**src/rtl/tkrg_pkg.sv**
```systemverilog
// ----------------------------------------------------------------------------
// tkrg_pkg
// shared types and constants for the tile keyframe recovery gate
// ----------------------------------------------------------------------------
package tkrg_pkg;

	localparam int TIME_W = 63;
	localparam int WIN_W = 40;
	localparam int CAP_W = 16;
	localparam int STREAK_W = 16;
	localparam int CYCLE_W = 8;
	localparam int FLICK_W = 32;
	localparam int CFG_IDX_W = 3;
	localparam int CFG_DATA_W = 40;
	localparam int TILE_W = 8;
	localparam logic [CYCLE_W-1:0] REPEAT_CYCLE_LIMIT = 8'd3;

	typedef enum logic [2:0] {
		ACT_ERROR = 3'd0,
		ACT_IDR = 3'd1,
		ACT_CLEAN = 3'd2,
		ACT_POLL = 3'd3,
		ACT_FORCE_ALL = 3'd4,
		ACT_RESET_ALL = 3'd5,
		ACT_RESET_TILE = 3'd6,
		ACT_NONE = 3'd7
	} action_t;

	typedef enum logic [CFG_IDX_W-1:0] {
		CFG_IDR_GRACE = 3'd0,
		CFG_QUIET = 3'd1,
		CFG_CAP = 3'd2,
		CFG_INTERVAL = 3'd3,
		CFG_SLOW_INTERVAL = 3'd4
	} cfg_idx_t;

	typedef struct packed {
		action_t action;
		logic [TILE_W-1:0] tile;
		logic [TIME_W-1:0] timestamp;
		logic reliable_error;
		logic suspicious_idr;
	} req_t;

	typedef struct packed {
		logic request_keyframe;
		logic slow_backoff_warning;
		logic repeat_cycle_warning;
		logic tile_needs_keyframe;
		logic [STREAK_W-1:0] tile_error_streak;
		logic tile_needs_real_frame;
		logic any_needs_keyframe;
		logic [FLICK_W-1:0] flicker_total;
	} rsp_t;

	// controller to datapath
	typedef struct packed {
		logic load;
		logic exec;
		logic capture;
	} cmd_t;

	// datapath to controller
	typedef struct packed {
		logic sweep_last;
	} sts_t;

	function automatic logic below(input logic [TIME_W-1:0] now,
			input logic [TIME_W-1:0] then, input logic [WIN_W-1:0] win);
		logic [TIME_W-1:0] d;
		begin
			d = now - then;
			below = (now < then) || (d < {{(TIME_W-WIN_W){1'b0}}, win});
		end
	endfunction

endpackage

```
**src/rtl/tkrg_if.sv**
```systemverilog
// ----------------------------------------------------------------------------
// tkrg_if
// valid/ready channel carrying one payload
// ----------------------------------------------------------------------------
interface tkrg_if #(parameter type T = logic);
	logic valid;
	logic ready;
	T data;
	modport source (output valid, output data, input ready);
	modport sink (input valid, input data, output ready);
endinterface

```
**src/rtl/tile_keyframe_recovery_gate_core.sv**
```systemverilog
// per-tile actions and polls: accept, execute, result
// force-all and reset-all: accept, execute sweeping one tile per cycle, result
// throughput: one transaction at a time; next accepted the cycle after the result is taken
// reset: arst_n clears all tile state and counters and loads the register defaults
// ----------------------------------------------------------------------------
// tile_keyframe_recovery_gate_core
// per-tile decode recovery tracking with rate-limited keyframe requests
// ----------------------------------------------------------------------------
module tile_keyframe_recovery_gate_core
	import tkrg_pkg::*;
#(
	parameter int TILE_COUNT = 16
) (
	input logic clk,
	input logic arst_n,
	tkrg_if.sink req,
	tkrg_if.source rsp,
	input logic cfg_we,
	input logic [CFG_IDX_W-1:0] cfg_idx,
	input logic [CFG_DATA_W-1:0] cfg_data
);

	cmd_t cmd;
	sts_t sts;
	rsp_t rsp_d;

	tkrg_ctrl u_ctrl (
		.clk(clk), .arst_n(arst_n),
		.in_valid(req.valid), .in_ready(req.ready),
		.out_valid(rsp.valid), .out_ready(rsp.ready),
		.cmd(cmd), .sts(sts)
	);

	tkrg_dp #(.TILE_COUNT(TILE_COUNT)) u_dp (
		.clk(clk), .arst_n(arst_n), .req(req.data), .cmd(cmd), .sts(sts),
		.cfg_we(cfg_we), .cfg_idx(cfg_idx), .cfg_data(cfg_data), .rsp(rsp_d)
	);

	assign rsp.data = rsp_d;

endmodule

```
**src/rtl/tkrg_ctrl.sv**
```systemverilog
// ----------------------------------------------------------------------------
// tkrg_ctrl
// controller: accept, execute (sweep for bulk actions), present result
// ----------------------------------------------------------------------------
module tkrg_ctrl
	import tkrg_pkg::*;
(
	input logic clk,
	input logic arst_n,
	input logic in_valid,
	output logic in_ready,
	output logic out_valid,
	input logic out_ready,
	output cmd_t cmd,
	input sts_t sts
);

	typedef enum logic [2:0] {
		ST_IDLE = 3'b001,
		ST_EXEC = 3'b010,
		ST_OUT = 3'b100
	} state_t;

	state_t state_q;

	assign in_ready = (state_q == ST_IDLE);
	assign out_valid = (state_q == ST_OUT);
	assign cmd.load = in_valid && in_ready;
	assign cmd.exec = (state_q == ST_EXEC);
	assign cmd.capture = cmd.exec && sts.sweep_last;

	always_ff @(posedge clk or negedge arst_n) begin
		if (!arst_n) begin
			state_q <= ST_IDLE;
		end else begin
			case (state_q)
				ST_IDLE: if (in_valid) state_q <= ST_EXEC;
				ST_EXEC: if (sts.sweep_last) state_q <= ST_OUT;
				ST_OUT: if (out_ready) state_q <= ST_IDLE;
				default: state_q <= ST_IDLE;
			endcase
		end
	end

`ifndef ASSERT_OFF
	a_onehot: assert property (@(posedge clk) disable iff (!arst_n) $onehot(state_q))
		else $error("state not one-hot");
	a_out_after_exec: assert property (@(posedge clk) disable iff (!arst_n)
		cmd.capture |=> out_valid) else $error("no result after execute");
	a_no_accept_busy: assert property (@(posedge clk) disable iff (!arst_n)
		out_valid |-> !in_ready) else $error("accept while result pending");
`endif

endmodule

```
**src/rtl/tkrg_dp.sv**
```systemverilog
// ----------------------------------------------------------------------------
// tkrg_dp
// datapath: per-tile state, shared state and result register
// ----------------------------------------------------------------------------
module tkrg_dp
	import tkrg_pkg::*;
#(
	parameter int TILE_COUNT = 16
) (
	input logic clk,
	input logic arst_n,
	input req_t req,
	input cmd_t cmd,
	output sts_t sts,
	input logic cfg_we,
	input logic [CFG_IDX_W-1:0] cfg_idx,
	input logic [CFG_DATA_W-1:0] cfg_data,
	output rsp_t rsp
);

	localparam int IW = (TILE_COUNT > 1) ? $clog2(TILE_COUNT) : 1;

	logic [WIN_W-1:0] grace_q, quiet_q, ival_q, slow_q;
	logic [CAP_W-1:0] cap_q;

	logic [TILE_COUNT-1:0] nk_q, seen_q, rfp_q, cw_q;
	logic [TIME_W-1:0] idr_t_q [TILE_COUNT];
	logic [STREAK_W-1:0] streak_q [TILE_COUNT];
	logic [CYCLE_W-1:0] cyc_q [TILE_COUNT];
	logic [CAP_W-1:0] att_q [TILE_COUNT];
	logic [TIME_W-1:0] last_req_q, last_unrel_q;
	logic [FLICK_W-1:0] flick_q;

	req_t req_q;
	logic [IW-1:0] idx_q;
	logic grant_q, slow_warn_q, cyc_warn_q;

	logic bulk, sweep_last, valid_t, err_en, unrel_en;
	logic [IW-1:0] ti;
	logic in_grace, new_flag;
	logic recover, capped, poll_ok;
	logic [WIN_W-1:0] win;

	assign bulk = (req_q.action == ACT_FORCE_ALL) || (req_q.action == ACT_RESET_ALL);
	assign sweep_last = !bulk || (idx_q == IW'(TILE_COUNT - 1));
	assign sts.sweep_last = sweep_last;
	assign valid_t = {1'b0, req_q.tile} < (TILE_W+1)'(TILE_COUNT);
	assign ti = bulk ? idx_q : req_q.tile[IW-1:0];
	assign err_en = cmd.exec && (req_q.action == ACT_FORCE_ALL ||
		(req_q.action == ACT_ERROR && valid_t));
	assign unrel_en = err_en && !req_q.reliable_error;
	assign in_grace = (idr_t_q[ti] != '0) &&
		below(req_q.timestamp, idr_t_q[ti], grace_q);
	assign new_flag = err_en && !in_grace && !nk_q[ti];
	assign recover = nk_q[ti] && seen_q[ti] &&
		!below(req_q.timestamp, last_unrel_q, quiet_q);
	assign capped = att_q[0] >= cap_q;
	assign win = capped ? slow_q : ival_q;
	assign poll_ok = (|nk_q) && !below(req_q.timestamp, last_req_q, win);

	always_ff @(posedge clk or negedge arst_n) begin
		if (!arst_n) begin
			grace_q <= WIN_W'(200000000);
			quiet_q <= WIN_W'(500000000);
			cap_q <= CAP_W'(5);
			ival_q <= WIN_W'(100000000);
			slow_q <= WIN_W'(64'd5000000000);
		end else if (cfg_we) begin
			case (cfg_idx)
				CFG_IDR_GRACE: grace_q <= cfg_data;
				CFG_QUIET: quiet_q <= cfg_data;
				CFG_CAP: cap_q <= cfg_data[CAP_W-1:0];
				CFG_INTERVAL: ival_q <= cfg_data;
				CFG_SLOW_INTERVAL: slow_q <= cfg_data;
				default: ;
			endcase
		end
	end

	always_ff @(posedge clk) begin
		if (cmd.load) req_q <= req;
	end

	always_ff @(posedge clk or negedge arst_n) begin
		if (!arst_n) begin
			idx_q <= '0;
			nk_q <= '0;
			seen_q <= '0;
			rfp_q <= '0;
			cw_q <= '0;
			last_req_q <= '0;
			last_unrel_q <= '0;
			flick_q <= '0;
			grant_q <= 1'b0;
			slow_warn_q <= 1'b0;
			cyc_warn_q <= 1'b0;
			for (int i = 0; i < TILE_COUNT; i++) begin
				idr_t_q[i] <= '0;
				streak_q[i] <= '0;
				cyc_q[i] <= '0;
				att_q[i] <= '0;
			end
		end else if (cmd.load) begin
			idx_q <= '0;
			grant_q <= 1'b0;
			slow_warn_q <= 1'b0;
			cyc_warn_q <= 1'b0;
		end else if (cmd.exec) begin
			idx_q <= sweep_last ? '0 : idx_q + 1'b1;
			if (unrel_en) last_unrel_q <= req_q.timestamp;
			if (err_en && !in_grace) begin
				if (streak_q[ti] != '1) streak_q[ti] <= streak_q[ti] + 1'b1;
				rfp_q[ti] <= 1'b1;
			end
			if (new_flag) begin
				nk_q[ti] <= 1'b1;
				seen_q[ti] <= 1'b0;
				att_q[ti] <= '0;
				cw_q[ti] <= 1'b0;
				if (flick_q != '1) flick_q <= flick_q + 1'b1;
				if (cyc_q[ti] != '1) cyc_q[ti] <= cyc_q[ti] + 1'b1;
			end
			case (req_q.action)
				ACT_IDR: if (valid_t) begin
					idr_t_q[ti] <= req_q.timestamp;
					if (!req_q.suspicious_idr && nk_q[ti]) seen_q[ti] <= 1'b1;
				end
				ACT_CLEAN: if (valid_t) begin
					streak_q[ti] <= '0;
					rfp_q[ti] <= 1'b0;
					if (recover) begin
						nk_q[ti] <= 1'b0;
						seen_q[ti] <= 1'b0;
						att_q[ti] <= '0;
						cw_q[ti] <= 1'b0;
						if (cyc_q[ti] >= REPEAT_CYCLE_LIMIT) begin
							cyc_warn_q <= 1'b1;
							cyc_q[ti] <= '0;
						end
					end
				end
				ACT_POLL: if (poll_ok) begin
					last_req_q <= req_q.timestamp;
					if (att_q[0] != '1) att_q[0] <= att_q[0] + 1'b1;
					if (capped && !cw_q[0]) begin
						slow_warn_q <= 1'b1;
						cw_q[0] <= 1'b1;
					end
					grant_q <= 1'b1;
				end
				ACT_RESET_ALL, ACT_RESET_TILE:
					if (req_q.action == ACT_RESET_ALL || valid_t) begin
						nk_q[ti] <= 1'b0;
						seen_q[ti] <= 1'b0;
						rfp_q[ti] <= 1'b0;
						cw_q[ti] <= 1'b0;
						idr_t_q[ti] <= '0;
						streak_q[ti] <= '0;
						cyc_q[ti] <= '0;
						att_q[ti] <= '0;
					end
				default: ;
			endcase
		end
	end

	logic [IW-1:0] oi;
	assign oi = req_q.tile[IW-1:0];
	assign rsp.request_keyframe = grant_q;
	assign rsp.slow_backoff_warning = slow_warn_q;
	assign rsp.repeat_cycle_warning = cyc_warn_q;
	assign rsp.tile_needs_keyframe = valid_t && nk_q[oi];
	assign rsp.tile_error_streak = valid_t ? streak_q[oi] : '0;
	assign rsp.tile_needs_real_frame = valid_t && rfp_q[oi];
	assign rsp.any_needs_keyframe = |nk_q;
	assign rsp.flicker_total = flick_q;

`ifndef ASSERT_OFF
	a_sweep_bound: assert property (@(posedge clk) disable iff (!arst_n)
		(cmd.exec && !bulk) |-> sweep_last) else $error("sweep on single-tile action");
	a_flick_mono: assert property (@(posedge clk) disable iff (!arst_n)
		flick_q >= $past(flick_q) || cmd.load) else $error("flicker count fell");
	a_grant_needs_flag: assert property (@(posedge clk) disable iff (!arst_n)
		(cmd.exec && req_q.action == ACT_POLL && !(|nk_q)) |=> !grant_q)
		else $error("grant with no flagged tile");
`endif

endmodule

```
**src/flat_wrapper.sv**
```systemverilog
// flat-port wrapper written by rule: the top's interface ports become plain ports
module tile_keyframe_recovery_gate_core_flat import tkrg_pkg::*;
#(
	parameter int TILE_COUNT = 16
)
  (clk, arst_n, cfg_we, cfg_idx, cfg_data, req_valid, req_data, req_ready, rsp_valid, rsp_data, rsp_ready);
  tkrg_if #(.T(req_t)) req_i ();
  tkrg_if #(.T(rsp_t)) rsp_i ();
  input logic clk;
  input logic arst_n;
  input logic cfg_we;
  input logic [CFG_IDX_W-1:0] cfg_idx;
  input logic [CFG_DATA_W-1:0] cfg_data;
  input wire logic [$bits(req_i.valid)-1:0] req_valid;
  input wire logic [$bits(req_i.data)-1:0] req_data;
  output wire logic [$bits(req_i.ready)-1:0] req_ready;
  output wire logic [$bits(rsp_i.valid)-1:0] rsp_valid;
  output wire logic [$bits(rsp_i.data)-1:0] rsp_data;
  input wire logic [$bits(rsp_i.ready)-1:0] rsp_ready;
  assign req_i.valid = req_valid;
  assign req_i.data = req_data;
  assign req_ready = req_i.ready;
  assign rsp_valid = rsp_i.valid;
  assign rsp_data = rsp_i.data;
  assign rsp_i.ready = rsp_ready;
  tile_keyframe_recovery_gate_core #(.TILE_COUNT(TILE_COUNT)) u_core (.clk(clk), .arst_n(arst_n), .req(req_i), .rsp(rsp_i), .cfg_we(cfg_we), .cfg_idx(cfg_idx), .cfg_data(cfg_data));
endmodule
```
**config.mk**
```make
export PLATFORM = sky130hd
export DESIGN_NAME = tile_keyframe_recovery_gate_core_flat
export DESIGN_NICKNAME = d
export VERILOG_FILES = /design/src/rtl/tkrg_pkg.sv /design/src/rtl/tkrg_if.sv /design/src/rtl/tile_keyframe_recovery_gate_core.sv /design/src/rtl/tkrg_ctrl.sv /design/src/rtl/tkrg_dp.sv /design/src/flat_wrapper.sv
export SDC_FILE = /design/constraint.sdc
export NUM_CORES = 2
export LEC_CHECK = 0
export BUFFER_PORTS_ARGS = -buffer_cell sky130_fd_sc_hd__buf_2
export CAP_MARGIN = 30
export CORE_AREA = 2 2 525 527
export CTS_BUF_LIST = sky130_fd_sc_hd__clkbuf_8
export DETAILED_ROUTE_END_ITERATION = 6
export DIE_AREA = 0 0 527 529
export PLACE_DENSITY_LB_ADDON = 0.3
export SLEW_MARGIN = 20
export SYNTH_ARGS = -nofsm -noshare
export SYNTH_HDL_FRONTEND = slang
export SYNTH_SLANG_ARGS = --single-unit
```
**constraint.sdc**
```tcl
create_clock -name clk -period 14.3 [get_ports clk]
set_input_delay 2.145 -clock clk [delete_from_list [all_inputs] [get_ports clk]]
set_output_delay 2.145 -clock clk [all_outputs]
set_load 0.05 [all_outputs]
```
Word level (Yosys, flattened, before mapping)
Cells that the tools add are included.

cells by class
  muxes and demuxes = 117
  order comparisons = 15
  add/sub/neg operators = 8
  bitwise logic cells = 21
  eq/ne operators = 23
  reduce and logical (&&, ||, !) cells = 59

operator list
  cell                                     number
  2-to-1 mux 256 bit                       12
  2-to-1 mux 1008 bit                      2
  case mux 1008 bit (2 select lines)       1
  2-to-1 mux 128 bit                       8
  AND 1008 bit                             1
  bitwise mux 1008 bit                     1
  inverter 1008 bit                        1
  AND 256 bit                              3
  2-to-1 mux 16 bit                        33
  case mux 256 bit (2 select lines)        1
  case mux 240 bit (2 select lines)        1
  bitwise mux 256 bit                      1
  inverter 256 bit                         1
  case mux 128 bit (2 select lines)        1
  binary-select mux 63 bit (select 4 bit)  1
  demux 63 bit (select 4 bit)              1
  less-than comparator 63 x 40 -> 1 bit    3
  less-than comparator 63 bit              3
  2-to-1 mux 63 bit                        3
  subtractor 63 bit                        3
  AND 128 bit                              1
  binary-select mux 16 bit (select 4 bit)  2
  bitwise mux 128 bit                      1
  inverter 128 bit                         1
  other kinds (52)                         157

storage, ports and cells
  word-level logic and storage cells = 329
  register bits after elaboration = 2,132
  output and inout port bits = 56
  input port bits = 124

Longest topological paths before layout
  depth after elaboration = 22
  mapped depth = 40
  mapped depth without buffers = 33

Modules after synthesis
From an unflattened synthesis, not the netlist that was laid out.

second synthesis, totals
  cell total of the unflattened synthesis = 10,296
  area, all modules = 95,930.8 µm²

by module, submodules not included
  module     cells an instance  area each (µm²)  seq. area each (µm²)  instances
  tkrg_dp    10,280             95,744.3         47,337.9              1
  tkrg_ctrl  16                 186.4            76.3                  1

Worst setup path before layout
No wires, ideal clock.

  path type = register to register
  start point = reg u_core.u_dp.req_q[74] in the netlist's numbering
  end point = reg u_core.u_dp.cyc_q[37] in the netlist's numbering
  setup time = 121 ps
  slack = 6,590 ps
  data arrival time = 7,589 ps
  cell stages (with the launch flop) = 39
  period minus slack after synthesis = 7,710 ps
  required time = 14,179 ps
  cell sequence = edfxtp_1 buf_6 nand2b_1 buf_4 buf_4 a31oi_1 clkbuf_1 buf_1 o22ai_1 o21ai_0 nand4_1 ha_1 a21o_1 or3_1 o2111ai_1 o21ba_1 buf_4 a41oi_1 [3 not listed] ha_1 a21o_1 a21o_1 a21o_1 a21o_1 a211oi_1 o211a_1 o221a_2 o2111a_1 o211ai_1 a211oi_1 o2111ai_1 a2111oi_4 a211oi_2 buf_4 and2_1 buf_4 a22o_1

on the way
  cells in the longest elaborated chain, start to end = 22

ends and longest elaborated chain
  element                                               line                          source
  start: declaration                                    tkrg_dp.sv:34                 req_t req_q;
  start signal: assignment                              tkrg_dp.sv:81                 if (cmd.load) req_q <= req;
  equality test 3 bit (on tied branches)                --
  logical OR 1 bit                                      tkrg_dp.sv:44                 assign bulk = (req_q.action == ACT_FORCE_ALL) || (req_q.action == ACT_RESET_ALL);
  2-to-1 mux 4 bit                                      tkrg_dp.sv:48                 assign ti = bulk ? idx_q : req_q.tile[IW-1:0];
  inverter 4 -> 5 bit (implied by the code)             --
  binary-select mux 63 bit (select 4 bit)               tkrg_dp.sv:52, tkrg_dp.sv:53
  2-to-1 mux 63 bit (implied by the code) (2 in a row)  tkrg_dp.sv:52, tkrg_dp.sv:53
  subtractor 63 bit                                     tkrg_pkg.sv:72                d = now - then;
  less-than comparator 63 x 40 -> 1 bit                 tkrg_pkg.sv:73                below = (now < then) || (d < {{(TIME_W-WIN_W){1'b0}}, win});
  [5 not listed]                                        --
  2-to-1 mux 128 bit                                    tkrg_dp.sv:115                if (new_flag) begin
  2-to-1 mux 128 bit                                    tkrg_dp.sv:108                end else if (cmd.exec) begin
  2-to-1 mux 128 bit                                    tkrg_dp.sv:103                end else if (cmd.load) begin
  AND 128 bit (no line)                                 --
  2-to-1 mux 128 bit                                    tkrg_dp.sv:136                if (cyc_q[ti] >= REPEAT_CYCLE_LIMIT) begin
  2-to-1 mux 128 bit                                    tkrg_dp.sv:131                if (recover) begin
  2-to-1 mux 128 bit                                    tkrg_dp.sv:128                ACT_CLEAN: if (valid_t) begin
  case mux 128 bit (2 select lines) (*)                 tkrg_dp.sv:123                case (req_q.action)
  end signal: indexed assignment                        tkrg_dp.sv:100                cyc_q[i] <= '0;
  end signal: indexed assignment                        tkrg_dp.sv:138                cyc_q[ti] <= '0;
  end signal: indexed assignment                        tkrg_dp.sv:159                cyc_q[ti] <= '0;
  end: declaration                                      tkrg_dp.sv:29                 logic [CYCLE_W-1:0] cyc_q [TILE_COUNT];

Every way passes the cells marked *; elsewhere a longest branch is shown, timed or not. The select of a mux whose other input is x is not followed.
A chain may end at the register's enable or synchronous reset.

Final worst setup path
  start point = reg u_core.u_dp.req_q[75] in the netlist's numbering
  end point = reg u_core.u_dp.streak_q[126] in the netlist's numbering

on the way
  cells in the longest elaborated chain, start to end = 19

ends and longest elaborated chain
  element                                               line                            source
  equality test 3 bit (on tied branches)                --
  logical OR 1 bit                                      tkrg_dp.sv:44
  2-to-1 mux 4 bit                                      tkrg_dp.sv:48
  inverter 4 -> 5 bit (implied by the code)             --
  binary-select mux 63 bit (select 4 bit)               tkrg_dp.sv:52, tkrg_dp.sv:53
  2-to-1 mux 63 bit (implied by the code) (2 in a row)  tkrg_dp.sv:52, tkrg_dp.sv:53
  subtractor 63 bit                                     tkrg_pkg.sv:72
  less-than comparator 63 x 40 -> 1 bit                 tkrg_pkg.sv:73
  [2 not listed]                                        --
  zero test 1 bit                                       tkrg_dp.sv:111                  if (err_en && !in_grace) begin
  logical AND 1 bit                                     tkrg_dp.sv:111
  2-to-1 mux 256 bit                                    tkrg_dp.sv:111
  2-to-1 mux 256 bit                                    tkrg_dp.sv:108
  2-to-1 mux 256 bit                                    tkrg_dp.sv:103
  AND 256 bit (no line)                                 --
  2-to-1 mux 256 bit (on tied branches)                 tkrg_dp.sv:152, tkrg_dp.sv:128
  case mux 256 bit (2 select lines) (*)                 tkrg_dp.sv:123
  end signal: indexed assignment                        tkrg_dp.sv:99                   streak_q[i] <= '0;
  end signal: indexed assignment                        tkrg_dp.sv:129                  streak_q[ti] <= '0;
  end signal: indexed assignment                        tkrg_dp.sv:158                  streak_q[ti] <= '0;
  end: declaration                                      tkrg_dp.sv:28                   logic [STREAK_W-1:0] streak_q [TILE_COUNT];

Marks and branches as above.

==> run metrics <==
outcome finished, violations left; violated checks DRC; Crit path top cell by count o21ai_0; Final period util 77.2%; starting density of the core 34.9%; GR Util met2 37.8%; share of cells above drive strength 1 between 10% and 20%; num rows 192; r2r setup slk roughly 3.3 ns; Final Net Count 10254; clock buffer depth 4; Slew HR between 20% and 30%; initial antenna violation count 28; CP arrival 11.98 ns; register area share after synthesis 49.7%; setup TNS 0 ns; Yosys warning count 0; Total Wirelength 343000 um; GR Util met1 32.3%; post-synthesis register bit count around 1900; port bufs 179; RR Endpoint u_core.u_dp.streak_q[126]; CP max-delay cell buf_4; NetSw 7.96 mW; post-synthesis cell count between 9000 and 10000; die area 279000 um2; Area after DPL 99500 um2; Multi-input gate area 43800 um2; Storage cell area 47400 um2; max-slew violations 0; Max-Cap Viols 0; EDFF count, synth 76; remaining antenna violation count 0; area leader, netlist dfrtp_1; Distinct cells, synth 113; Max IR drop VDD 0.0784 mV; internal cell power 11.3 mW; DIE WIDTH 527 um; max frequency 90.6 MHz; P_leak roughly 46 nW; share of the synthesized area in the top cell type 45.9%; IO Pins 180; fillcell total 26899; Tot Pwr between 15 and 20 mW; CTS tree yes; routability cong. 0.960; clock share of power 26.3%; Layout area overhead 11.7%; Tot GR Track Use 24.0%; grt ovf 0; critical path class reg -> reg; unrepaired setup endpoints after global routing no; via/cell ratio 5.84; vias post-DR 79722; worst skew pair latency 1.01 ns; Finished Cell Area 106000 um2; Final Util between 30% and 40%; combinational group share of total power 41.0%; Slew @ Worst Pin 1.11 ns; Core ar. 273000 um2; wire per inst roughly 25 um; HP Class reg -> reg; syn_nets around 10000; clock sink count 1877; asr flop ratio synth 96.0%; clock-pin slew on the worst setup and hold paths 0.06 ns; cts repair resizes 0; first-pass GRT wire length 511000 um; DR iter-0 viols 8700; DRT Pass-1 Iters 7; Critical Path Fanout Max 84; htree depth 5; worst reg-to-reg path cell count 34; hold path depth 2; worst stage delay on the critical path 0.86 ns; P per Cell Area around 180 nW/um2; sequential power share 32.6%; Critical Path RT ~15 ns; CP endpoint u_core.u_dp.streak_q[126]; dominant synthesized flop cell dfrtp_1; TritonCTS Buffers about 330; syn_area_per_cell 9.69 um2; DRC viols 1; CTS hold repair buffers 0; Post-DP HPWL between 200000 and 250000 um; worst setup path start u_core.u_dp.req_q[75]; largest net degree at the start of global routing 177; Finish-stage setup viols 0; Sw Share 41.3%; Die Height 529 um; final hold viol count 0; final hold slack 0.479 ns; grt met3 use 4.08%; Crit. End Element flip-flop; Setup Skew 0.0817 ns; synth top area cells dfrtp_1, o21ai_0, nand2_1; Post-CTS Setup Inserts 0; CP startpoint kind flip-flop; FF-to-FF Start u_core.u_dp.req_q[75]; vias in the first global route 78805; post-route minimum period 11.04 ns; GRT Max-Usage Layer met2; root buffer cell clkbuf_8; Syn Std Cell Area 95300 um2
==> layer usage <==
| layer | routed length (um) | vias up |
|---|---|---|
| met2 | 156000 | 3445 |
| met4 | 15100 | 2 |
| met5 | 11 | - |
| met3 | 26500 | 707 |
| li1 | - | 35755 |
| met1 | 145000 | 39813 |
==> through the flow <==
stage	worst slack, ns	instances
finish	3.26	13654
global route	2.82	13646
CTS	3.45	13624
detailed placement	3.48	13044
global placement	3.25	13026
floorplan	6.59	9836
==> cell type report <==
cell class / instances / area share, %
clock inverters: 168 / 0.935
diodes: 14 / 0.0329
multi-input cells: 6884 / 41.1
well taps: 3589 / 4.22
repair buffers: 381 / 2.65
clock buffers: 412 / 5.33
inverters: 329 / 1.16
flip-flops and latches: 1877 / 44.5
==> worst min-delay path by stage <==
stage                           startpoint  slack (ns)                          end
2_1_floorplan  u_core.u_dp.last_unrel_q[1]        0.45  u_core.u_dp.last_unrel_q[1]
3_3_place_gp      u_core.u_dp.idr_t_q[494]        0.46     u_core.u_dp.idr_t_q[494]
3_5_place_dp      u_core.u_dp.idr_t_q[538]        0.47     u_core.u_dp.idr_t_q[538]
4_1_cts           u_core.u_dp.idr_t_q[111]        0.48     u_core.u_dp.idr_t_q[111]
5_1_grt          u_core.u_dp.idr_t_q[1002]        0.49    u_core.u_dp.idr_t_q[1002]
6_report          u_core.u_dp.idr_t_q[963]        0.48     u_core.u_dp.idr_t_q[963]
==> placed cells by master (no fill, tap or decap), drive strengths merged, types with 36 or more instances in the layout <==
cell     instances
nor2           256
nand3          117
mux2           148
inv            451
o21ai         1675
a22o            79
o21bai          50
nand2b          36
a22oi          171
mux2i           45
clkbuf         414
a21o           173
buf            378
dfrtp         1750
dfstp           51
a21oi          370
o2bb2ai        285
edfxtp          76
nand2         1518
nand4          165
xnor2          119
mux4            90
nor4            53
nor3            70
o22ai          553
ha             325
xor2            81
==> Yosys cell counts, types with 16 or more instances <==
library cell,n
o2bb2ai_1,277
nand2_1,1516
a31o_2,16
or2_2,24
o21a_1,31
xor2_1,81
o21ai_0,1664
nor2b_1,22
a21o_1,166
dfrtp_1,1750
ha_1,325
o22ai_1,553
o211ai_1,26
a211o_1,17
a211oi_1,26
mux2i_1,44
a31oi_1,32
buf_4,31
a21oi_1,369
edfxtp_1,76
a22o_1,79
xnor2_1,119
clkbuf_1,558
nor4_1,49
a22oi_1,170
nand4_1,165
nor3_1,69
mux4_2,90
inv_1,329
buf_2,48
and3_1,30
and2_1,33
nand3_1,95
buf_1,69
o21bai_1,50
dfstp_2,51
or3_1,25
buf_6,32
nor2_1,256
mux2_2,148
nand2b_1,36
==> sequential cells by signal, indices dropped and copies added, names as in the netlist <==
register                  cells
u_core.u_dp.flick_q          32
u_core.u_dp.cw_q              1
u_core.u_dp.ival_q           40
u_core.u_dp.quiet_q          40
u_core.u_ctrl.state_q         3
u_core.u_dp.cyc_q           128
u_core.u_dp.streak_q        256
u_core.u_dp.slow_q           40
u_core.u_dp.oi                4
u_core.u_dp.grant_q           1
u_core.u_dp.rfp_q            16
u_core.u_dp.nk_q             16
u_core.u_dp.idr_t_q        1008
u_core.u_dp.last_req_q       63
u_core.u_dp.last_unrel_q     63
u_core.u_dp.req_q            72
u_core.u_dp.slow_warn_q       1
u_core.u_dp.seen_q           16
u_core.u_dp.grace_q          40
u_core.u_dp.cyc_warn_q        1
u_core.u_dp.cap_q            16
u_core.u_dp.idx_q             4
u_core.u_dp.att_q            16
==> critical path, delay by kind of cell, from the launching register on <==
kind,cells,cell delay (ns)
AOI/OAI and AO/OA,16,4.37
xor gates and xnor gates,1,0.16
adders and majority gates,2,0.76
buffers and inverters,4,1.55
DFF,1,0.62
muxes,1,0.75
and+or+nand+nor,10,2.56
==> cell families after synthesis <==
group,after synthesis,synth area share [%]
AOI/OAI and AO/OA,3676,23.8
and+or+nand+nor,2396,11.2
DFF,1877,49.7
buffers and inverters,1075,4.73
adders and majority gates,329,4.34
muxes,283,4.35
xor gates and xnor gates,200,1.84
==> power by group through the flow <==
| stage | Combinational (mW) | Sequential, mW | Clock (mW) |
|---|---|---|---|
| after floorplan | 5.23 | 6.23 | 0 |
| after global placement | 7.69 | 6.35 | 0 |
| after detailed placement | 7.75 | 6.37 | 0 |
| after CTS | 7.78 | 6.28 | 5.18 |
| after global routing | 8.59 | 6.34 | 5.42 |
| final | 7.92 | 6.29 | 5.08 |
No activity file was read; power rests on OpenSTA's default activity.
